## src/rtl/vcl_pkg.sv

```systemverilog
// Shared types and constants for the variable-coefficient 3D stencil block.
// No dependencies; every other file of the block but the checker takes names from here.
`timescale 1ns / 1ps
`default_nettype none

package vcl_pkg;

   // Q16.16 data format
   localparam int DATA_W    = 32;
   localparam int FRAC_W    = 16;
   localparam int CSR_IDX_W = 3;
   localparam int DIM_W     = 7;
   localparam int COORD_W   = 6;
   localparam int PLANE_W   = 16;

   localparam logic [DIM_W-1:0] DIM_RESET = 7'd64;
   localparam logic [15:0]      DIM_MIN   = 16'd3;

   // configuration register indexes
   typedef enum logic [CSR_IDX_W-1:0] {
      CSR_ALPHA    = 3'd0,
      CSR_DHX      = 3'd1,
      CSR_DHY      = 3'd2,
      CSR_DHZ      = 3'd3,
      CSR_ROW_LEN  = 3'd4,
      CSR_ROWS     = 3'd5
   } csr_index_type;

   typedef struct packed {
      logic signed [DATA_W-1:0] alpha;
      logic signed [DATA_W-1:0] dhx;
      logic signed [DATA_W-1:0] dhy;
      logic signed [DATA_W-1:0] dhz;
      logic [DIM_W-1:0]         row_length;
      logic [DIM_W-1:0]         rows_per_plane;
   } gains_type;

   typedef struct packed {
      logic [COORD_W-1:0] col;
      logic [COORD_W-1:0] row;
      logic [PLANE_W-1:0] plane;
   } coord_type;

   // neighborhood of one result cell, as read from the plane buffers
   typedef struct packed {
      logic                     valid;
      coord_type                pos;
      logic signed [DATA_W-1:0] x_c;
      logic signed [DATA_W-1:0] x_w;
      logic signed [DATA_W-1:0] x_e;
      logic signed [DATA_W-1:0] x_s;
      logic signed [DATA_W-1:0] x_n;
      logic signed [DATA_W-1:0] x_b;
      logic signed [DATA_W-1:0] x_t;
      logic signed [DATA_W-1:0] a;
      logic signed [DATA_W-1:0] bx_lo;
      logic signed [DATA_W-1:0] bx_hi;
      logic signed [DATA_W-1:0] by_lo;
      logic signed [DATA_W-1:0] by_hi;
      logic signed [DATA_W-1:0] bz_lo;
      logic signed [DATA_W-1:0] bz_hi;
   } stencil_type;

endpackage

`default_nettype wire

```

## src/rtl/vcl_if.sv

```systemverilog
// Channel interfaces of the stencil block: cell input, result output, register writes.
// Depends on vcl_pkg for field widths.
`timescale 1ns / 1ps
`default_nettype none


interface vcl_csr_if;
   logic                               valid;
   logic                               ready;
   logic [vcl_pkg::CSR_IDX_W-1:0]      index;
   logic [vcl_pkg::DATA_W-1:0]         data;

   modport source (output valid, index, data, input ready);
   modport sink   (input valid, index, data, output ready);
endinterface

`default_nettype wire

```

## src/rtl/vcl_csr.sv

```systemverilog
// Configuration registers: alpha, the three beta/h^2 gains and the grid dimensions.
// Depends on vcl_pkg and vcl_csr_if.
`timescale 1ns / 1ps
`default_nettype none

module vcl_csr (
   input  wire logic           clock,
   input  wire logic           reset,
   vcl_csr_if.sink             csr_chan,
   output vcl_pkg::gains_type  gains
);

   vcl_pkg::gains_type gains_ff, gains_in;

   assign csr_chan.ready = 1'b1;

   // register write decode; unknown indexes are dropped
   always_comb begin
      gains_in = gains_ff;
      if (csr_chan.valid) begin
         case (vcl_pkg::csr_index_type'(csr_chan.index))
            vcl_pkg::CSR_ALPHA:   gains_in.alpha = $signed(csr_chan.data);
            vcl_pkg::CSR_DHX:     gains_in.dhx   = $signed(csr_chan.data);
            vcl_pkg::CSR_DHY:     gains_in.dhy   = $signed(csr_chan.data);
            vcl_pkg::CSR_DHZ:     gains_in.dhz   = $signed(csr_chan.data);
            vcl_pkg::CSR_ROW_LEN: gains_in.row_length = csr_chan.data[vcl_pkg::DIM_W-1:0];
            vcl_pkg::CSR_ROWS:    gains_in.rows_per_plane = csr_chan.data[vcl_pkg::DIM_W-1:0];
            default: ;
         endcase
      end
   end

   always_ff @(posedge clock) begin
      if (reset) begin
         gains_ff.alpha          <= '0;
         gains_ff.dhx            <= '0;
         gains_ff.dhy            <= '0;
         gains_ff.dhz            <= '0;
         gains_ff.row_length     <= vcl_pkg::DIM_RESET;
         gains_ff.rows_per_plane <= vcl_pkg::DIM_RESET;
      end else begin
         gains_ff <= gains_in;
      end
   end

   assign gains = gains_ff;

endmodule

`default_nettype wire

```

## src/flat_wrapper.sv

```systemverilog
// flat-port wrapper written by rule: the top's interface ports become plain ports
module vcl_csr_flat 
  (clock, reset, gains, csr_chan_valid, csr_chan_index, csr_chan_data, csr_chan_ready);
  vcl_csr_if csr_chan_i ();
  input  wire logic clock;
  input  wire logic reset;
  output vcl_pkg::gains_type gains;
  input wire logic [$bits(csr_chan_i.valid)-1:0] csr_chan_valid;
  input wire logic [$bits(csr_chan_i.index)-1:0] csr_chan_index;
  input wire logic [$bits(csr_chan_i.data)-1:0] csr_chan_data;
  output wire logic [$bits(csr_chan_i.ready)-1:0] csr_chan_ready;
  assign csr_chan_i.valid = csr_chan_valid;
  assign csr_chan_i.index = csr_chan_index;
  assign csr_chan_i.data = csr_chan_data;
  assign csr_chan_ready = csr_chan_i.ready;
  vcl_csr u_core (.clock(clock), .reset(reset), .csr_chan(csr_chan_i), .gains(gains));
endmodule
```

## config.mk

```make
export PLATFORM = sky130hd
export DESIGN_NAME = vcl_csr_flat
export DESIGN_NICKNAME = d
export VERILOG_FILES = /design/src/rtl/vcl_pkg.sv /design/src/rtl/vcl_if.sv /design/src/rtl/vcl_csr.sv /design/src/flat_wrapper.sv
export SDC_FILE = /design/constraint.sdc
export NUM_CORES = 1
export LEC_CHECK = 0
export BUFFER_PORTS_ARGS = -buffer_cell sky130_fd_sc_hd__buf_2
export CAP_MARGIN = 20
export CORE_AREA = 5 5 112 114
export DETAILED_ROUTE_END_ITERATION = 10
export DIE_AREA = 0 0 117 119
export PLACE_DENSITY = 0.78
export SLEW_MARGIN = 20
export SYNTH_ARGS = -nofsm -noshare
export SYNTH_HDL_FRONTEND = slang
export SYNTH_SLANG_ARGS = --single-unit
```

## constraint.sdc

```tcl
create_clock -name clock -period 1.6 [get_ports clock]
set_input_delay 0.4 -clock clock [delete_from_list [all_inputs] [get_ports clock]]
set_output_delay 0.4 -clock clock [all_outputs]
set_load 0.03 [all_outputs]
```

==> impl_results.md, run 1 <==
* Starting Density at about half
* Number of top-level pins at 181
* Largest net degree at the start of global routing at 81
* RSZ-0062 raised after global routing: false
* Num CTS Buffers at 17
* Nets at 721
* Cell Area, Synth at 0.00560 mm²
* Hold buffer count at cts at 0
* Mapped Nets at 544
* Hold Vio Cnt, Final at 0
* Place WS at 0.0113 ns
* Mean Syn Cell Area at 11.1 µm²
* P&R area growth vs syn at 31.9%
* Sequential cell area at 0.00284 mm²
* Drt first-iter violations at 209
* DR pass1 iterations at 4
* Flop2flop setup slack at 0.94 ns
* Max-Cap Viols at 0
* Ant. Diodes at 0
* Initial antenna violation count at 0
* Leakage at around 0.004 µW
* Worst VDD drop at 0.605 mV
* Crit path kind: reg -> out
* First-pass GRT wire length at 22000 µm
* Worst-Skew Late Latency at 0.40 ns
* Core Region at 0.0113 mm²
* Clk Tree Root Cell: clkbuf_16
* Clock Skew at 0 ns
* CP peak stage delay at 0.36 ns
* HPWL after DPL at 10000 µm
* Postcts setup bufs at 0
* Syn Inst Count at 506
* Tot GR Track Use at 20.1%
* Final non-filler cell total at 839
* H-tree depth at 4
* DRT antenna net count at 0
* Worst path slowest cell: dfxtp_1
* Fill cells at 914
* Vias in the first global route at roughly 4300
* Area post-placement at 0.00678 mm²
* Worst min-delay path startpoint: csr_chan_data[6]
* Via count at ~4200
* Post-synth cell types at 14
* Routed WL per cell at roughly 17 µm
* Max Fclk at 725 MHz
* Crit. End Element: output pin
* Synthesis Warnings at 0
* Crit path arrival time at 0.98 ns
* Vias per cell at 4.96
* Cell chain of the critical path: buf_2
* Synth Register Bits at 142
* Period minus WS final at 1.38 ns
* Die area at 0.0139 mm²
* Reg2reg end: u_core.gains[113]
* Seq/Total Area, Yosys at 50.7%
* Post-placement cell count at 807
* Cell area after layout at 0.00739 mm²
* Port Buffers at 179
* CP bufs+invs at 1
* PD cells at 1130 mW/mm²
* Worst setup margin at 0.221 ns
* Status: completed
* Rows at 39
* Worst Path Required at 1.20 ns
* Die Width at 117 µm
* Post_cts resized at 0
* Worst Path Max Fanout at 2
* Worst min-delay path class: in -> reg
* CP startpoint kind: flip-flop
* Layout cells sized above 1 at 32.9%
* GR Overflow Total at 0
* Final WL at 14200 µm
* Area of the multi-input gates at between 0.002 and 0.003 mm²
* CTS sink cnt at 142
* Worst flop-to-flop path startpoint: u_core.gains[113]
* Worst-path clk slew at 0.06 ns
* Number of flip-flops in the largest register at ~140
* Hold Path Sink: u_core.gains[13]
* Setup TNS at 0 ns
* Clk buf depth at 2
* Reg2Reg Depth at 2
* Die Span Y at 119 µm
* DRC Markers at 0
* Max-slew violation count at 0
* Crit share post-route at between 80% and 90%
* Hold Path Cell Cnt at 3
* Largest delay share family, worst path: flip-flops
* CTS tree: built
* Final setup violation count at 0
* Gpl congestion at approximately 0.85
==> power breakdown <==
part,leakage [µW],internal [µW],switching [µW]
registers,0.00115,3620,42.4
clock network,0.000292,2570,1430
logic,0.00245,273,411
==> worst max path at each step <==
stage                           start           endpoint  cells past startpoint
finish                u_core.gains[9]           gains[9]                      1
global route         u_core.gains[93]          gains[93]                      1
CTS                   u_core.gains[9]           gains[9]                      1
detailed placement  csr_chan_index[2]  u_core.gains[137]                      4
global placement    csr_chan_index[2]  u_core.gains[131]                      4
floorplan           csr_chan_index[2]  u_core.gains[131]                      4
==> stage by stage <==
stage	total power (µW)	util, %	hold slack [ns]
CTS	8410	65.3	0.277
global route	8610	65.3	0.341
floorplan	4170	-	0.571
finish	8350	65.3	0.283
detailed placement	4420	59.9	0.461
global placement	4400	59.9	0.454
==> routing by layer <==
metal	global-route usage, %	wire length [µm]
met1	24.2	5940
met4	7.17	244
met5	0	0
met3	6.29	1130
met2	33.7	6920
==> area by class of cell <==
class,instances,share of cell area [%]
well taps,143,2.42
flip-flops and latches,142,38.5
repair buffers,196,15.2
clock buffers,22,6.42
clock inverters,10,1.85
multi-input cells,326,35.6
==> logic make-up after synthesis <==
kind of cell,Yosys count,synth area share [%]
buf+inv,38,2.99
flops,142,50.7
mux,142,25.4
other cells,1,0.0669
simple gates,183,20.8
==> cells in the mapped netlist <==
cell,count,area share (%)
buf_6,1,0.20
nor2_1,3,0.20
nor4b_1,1,0.16
conb_1,1,0.067
or4b_1,1,0.18
nand4bb_1,3,0.60
mux2i_1,142,25
and4b_1,1,0.18
clkbuf_1,25,1.7
nand2b_1,172,19
buf_2,11,0.98
dfxtp_1,142,51
nand4b_1,2,0.31
buf_4,1,0.13
==> cell usage in the layout, fill, tap and decap left out <==
cell,n
and4b_1,1
dfxtp_1,142
nand2b_1,172
clkinvlp_4,3
nand4bb_4,2
or4b_1,1
buf_4,10
buf_12,8
nor4b_2,1
nand4bb_1,1
clkbuf_16,17
conb_1,1
buf_2,178
clkinv_2,3
clkbuf_1,2
bufinv_16,3
nor2_1,3
clkbuf_8,3
clkinv_4,1
mux2i_1,142
nand4b_1,2
(Power assumes the default switching activity.)
==> run 2, diff against run 1 <==
CELL_PAD_IN_SITES_DETAIL_PLACEMENT = 0   (was not set)
CELL_PAD_IN_SITES_GLOBAL_PLACEMENT = 1   (was not set)
CORE_AREA = 5 5 126 128   (was 5 5 112 114)
DIE_AREA = 0 0 131 133   (was 0 0 117 119)
PLACE_DENSITY = not set   (was 0.78)
PLACE_DENSITY_LB_ADDON = 0.1   (was not set)
==> impl_results.md, run 2 (synthesis results as in run 1) <==
* Most common cell after layout, fill and taps aside: buf_2
* Core Region at 0.0148 mm²
* Number of flip-flops in the largest register at 142
* Setup TNS at 0 ns
* DRC Markers at 0
* H-tree depth at 4
* Initial antenna violation count at 1
* Worst VDD drop at 0.616 mV
* Max-Cap Viols at 0
* Clock Skew at 0 ns
* HPWL after DPL at 10600 µm
* P&R area growth vs syn at 33.4%
* Starting Density at 38.0%
* Place WS at 0.00703 ns
* Worst-Skew Late Latency at 0.41 ns
* Worst-path clk slew at 0.05 ns
* DRT antenna net count at 0
* Max-slew violation count at 0
* Final setup violation count at 0
* Nets at between 700 and 800
* GR Overflow Total at 0
* Number of top-level pins at 181
* Port Buffers at around 180
* Largest net degree at the start of global routing at 59
* Gpl congestion at 0.776
* Die Width at 131 µm
* Num CTS Buffers at 17
* PD cells at ~1100 mW/mm²
* Leakage at 0.00393 µW
* Most frequent cells in the layout: 178 x buf_2, 172 x nand2b_1, 142 x mux2i_1, 142 x dfxtp_1, 23 x buf_4
* CP startpoint kind: flip-flop
* Tot GR Track Use at 16.5%
* Hold buffer count at cts at 0
* Crit share post-route at 85.7%
* DR pass1 iterations at 4
* Worst min-delay path class: in -> reg
* Clk buf depth at 2
* Cell chain of the critical path: buf_2
* Worst path slowest cell: dfxtp_1
* Fill cells at about 1400
* RSZ-0062 raised after global routing: false
* Vias in the first global route at around 4200
* First-pass GRT wire length at 22300 µm
* Status: completed
* Crit path kind: reg -> out
* Routed WL per cell at between 15 and 20 µm
* Worst setup margin at 0.229 ns
* Period minus WS final at ~1.4 ns
* Hold Vio Cnt, Final at 0
* CP peak stage delay at 0.34 ns
* Crit path arrival time at between 0.9 and 1 ns
* Fin Hold WS at 0.284 ns
* Post-layout util at 50.7%
* Vias per cell at 4.59
* Final WL at 14400 µm
* Post_cts resized at 0
* Drt first-iter violations at roughly 140
* Largest delay share family, worst path: flip-flops
* CTS sink cnt at 142
* Die Span Y at 133 µm
* Via count at between 4000 and 5000
* CTS tree: built
* CP bufs+invs at 1
* Crit. End Element: output pin
* Ant. Diodes at 0
* Max Fclk at approximately 730 MHz
* Clk Tree Root Cell: clkbuf_16
* Worst Path Max Fanout at 2
* Die area at 0.0174 mm²
* Worst Path Required at 1.20 ns
* Postcts setup bufs at 0
* Layout cells sized above 1 at 33.4%
* Rows at 45
-- run 2: changes by cell type in the layout (fill, tap and decap cells not counted), moves of 2 or more --
cell        before  now
buf_12           8    5
buf_4           10   23
clkbuf_1         2    5
clkbuf_8         3    6
clkinv_2         3    1
clkinvlp_4       3    0
-- run 2: report_power, final --
| group | switching [µW] | internal [µW] |
|---|---|---|
| sequential | 41.3 | 3620 |
| clock | 1390 | 2550 |
| combinational | 411 | 281 |
| total | 1850 | 6450 |
-- run 2: layer usage --
layer	track usage, %	up-vias	wire length, µm
met4	5.77	2	233
met3	6.14	23	1240
met2	25.3	120	6470
li1	-	2045	-
met1	21.1	1911	6410
met5	0	-	13
-- run 2: layout make-up --
class | instances | area, µm² | area share (%)
Sequential cell | 142 | 2840 | 38.0
Multi-Input combinational cell | 326 | 2630 | 35.2
Timing Repair Buffer | 206 | 1160 | 15.6
Clock buffer | 28 | 527 | 7.05
Tap cell | 188 | 235 | 3.15
Clock inverter | 4 | 73.8 | 0.988
-- run 2: worst paths after layout --
kind	start	endpoint	slack (ns)	cells after the start
worst max-delay path	u_core.gains[116]	gains[116]	0.23	1
worst min-delay path	csr_chan_data[6]	u_core.gains[6]	0.28	3
worst max register to register	u_core.gains[140]	u_core.gains[140]	0.98	2
worst min register to register	u_core.gains[111]	u_core.gains[111]	0.47	2
-- run 2: through the flow --
step | instance area [µm²] | cells | power, µW
2_1_floorplan | 5600 | 506 | 4170
6_report | 7470 | 894 | 8290
3_5_place_dp | 6870 | 862 | 4440
4_1_cts | 7470 | 894 | 8390
5_1_grt | 7470 | 894 | 8600
3_3_place_gp | 6870 | 862 | 4430
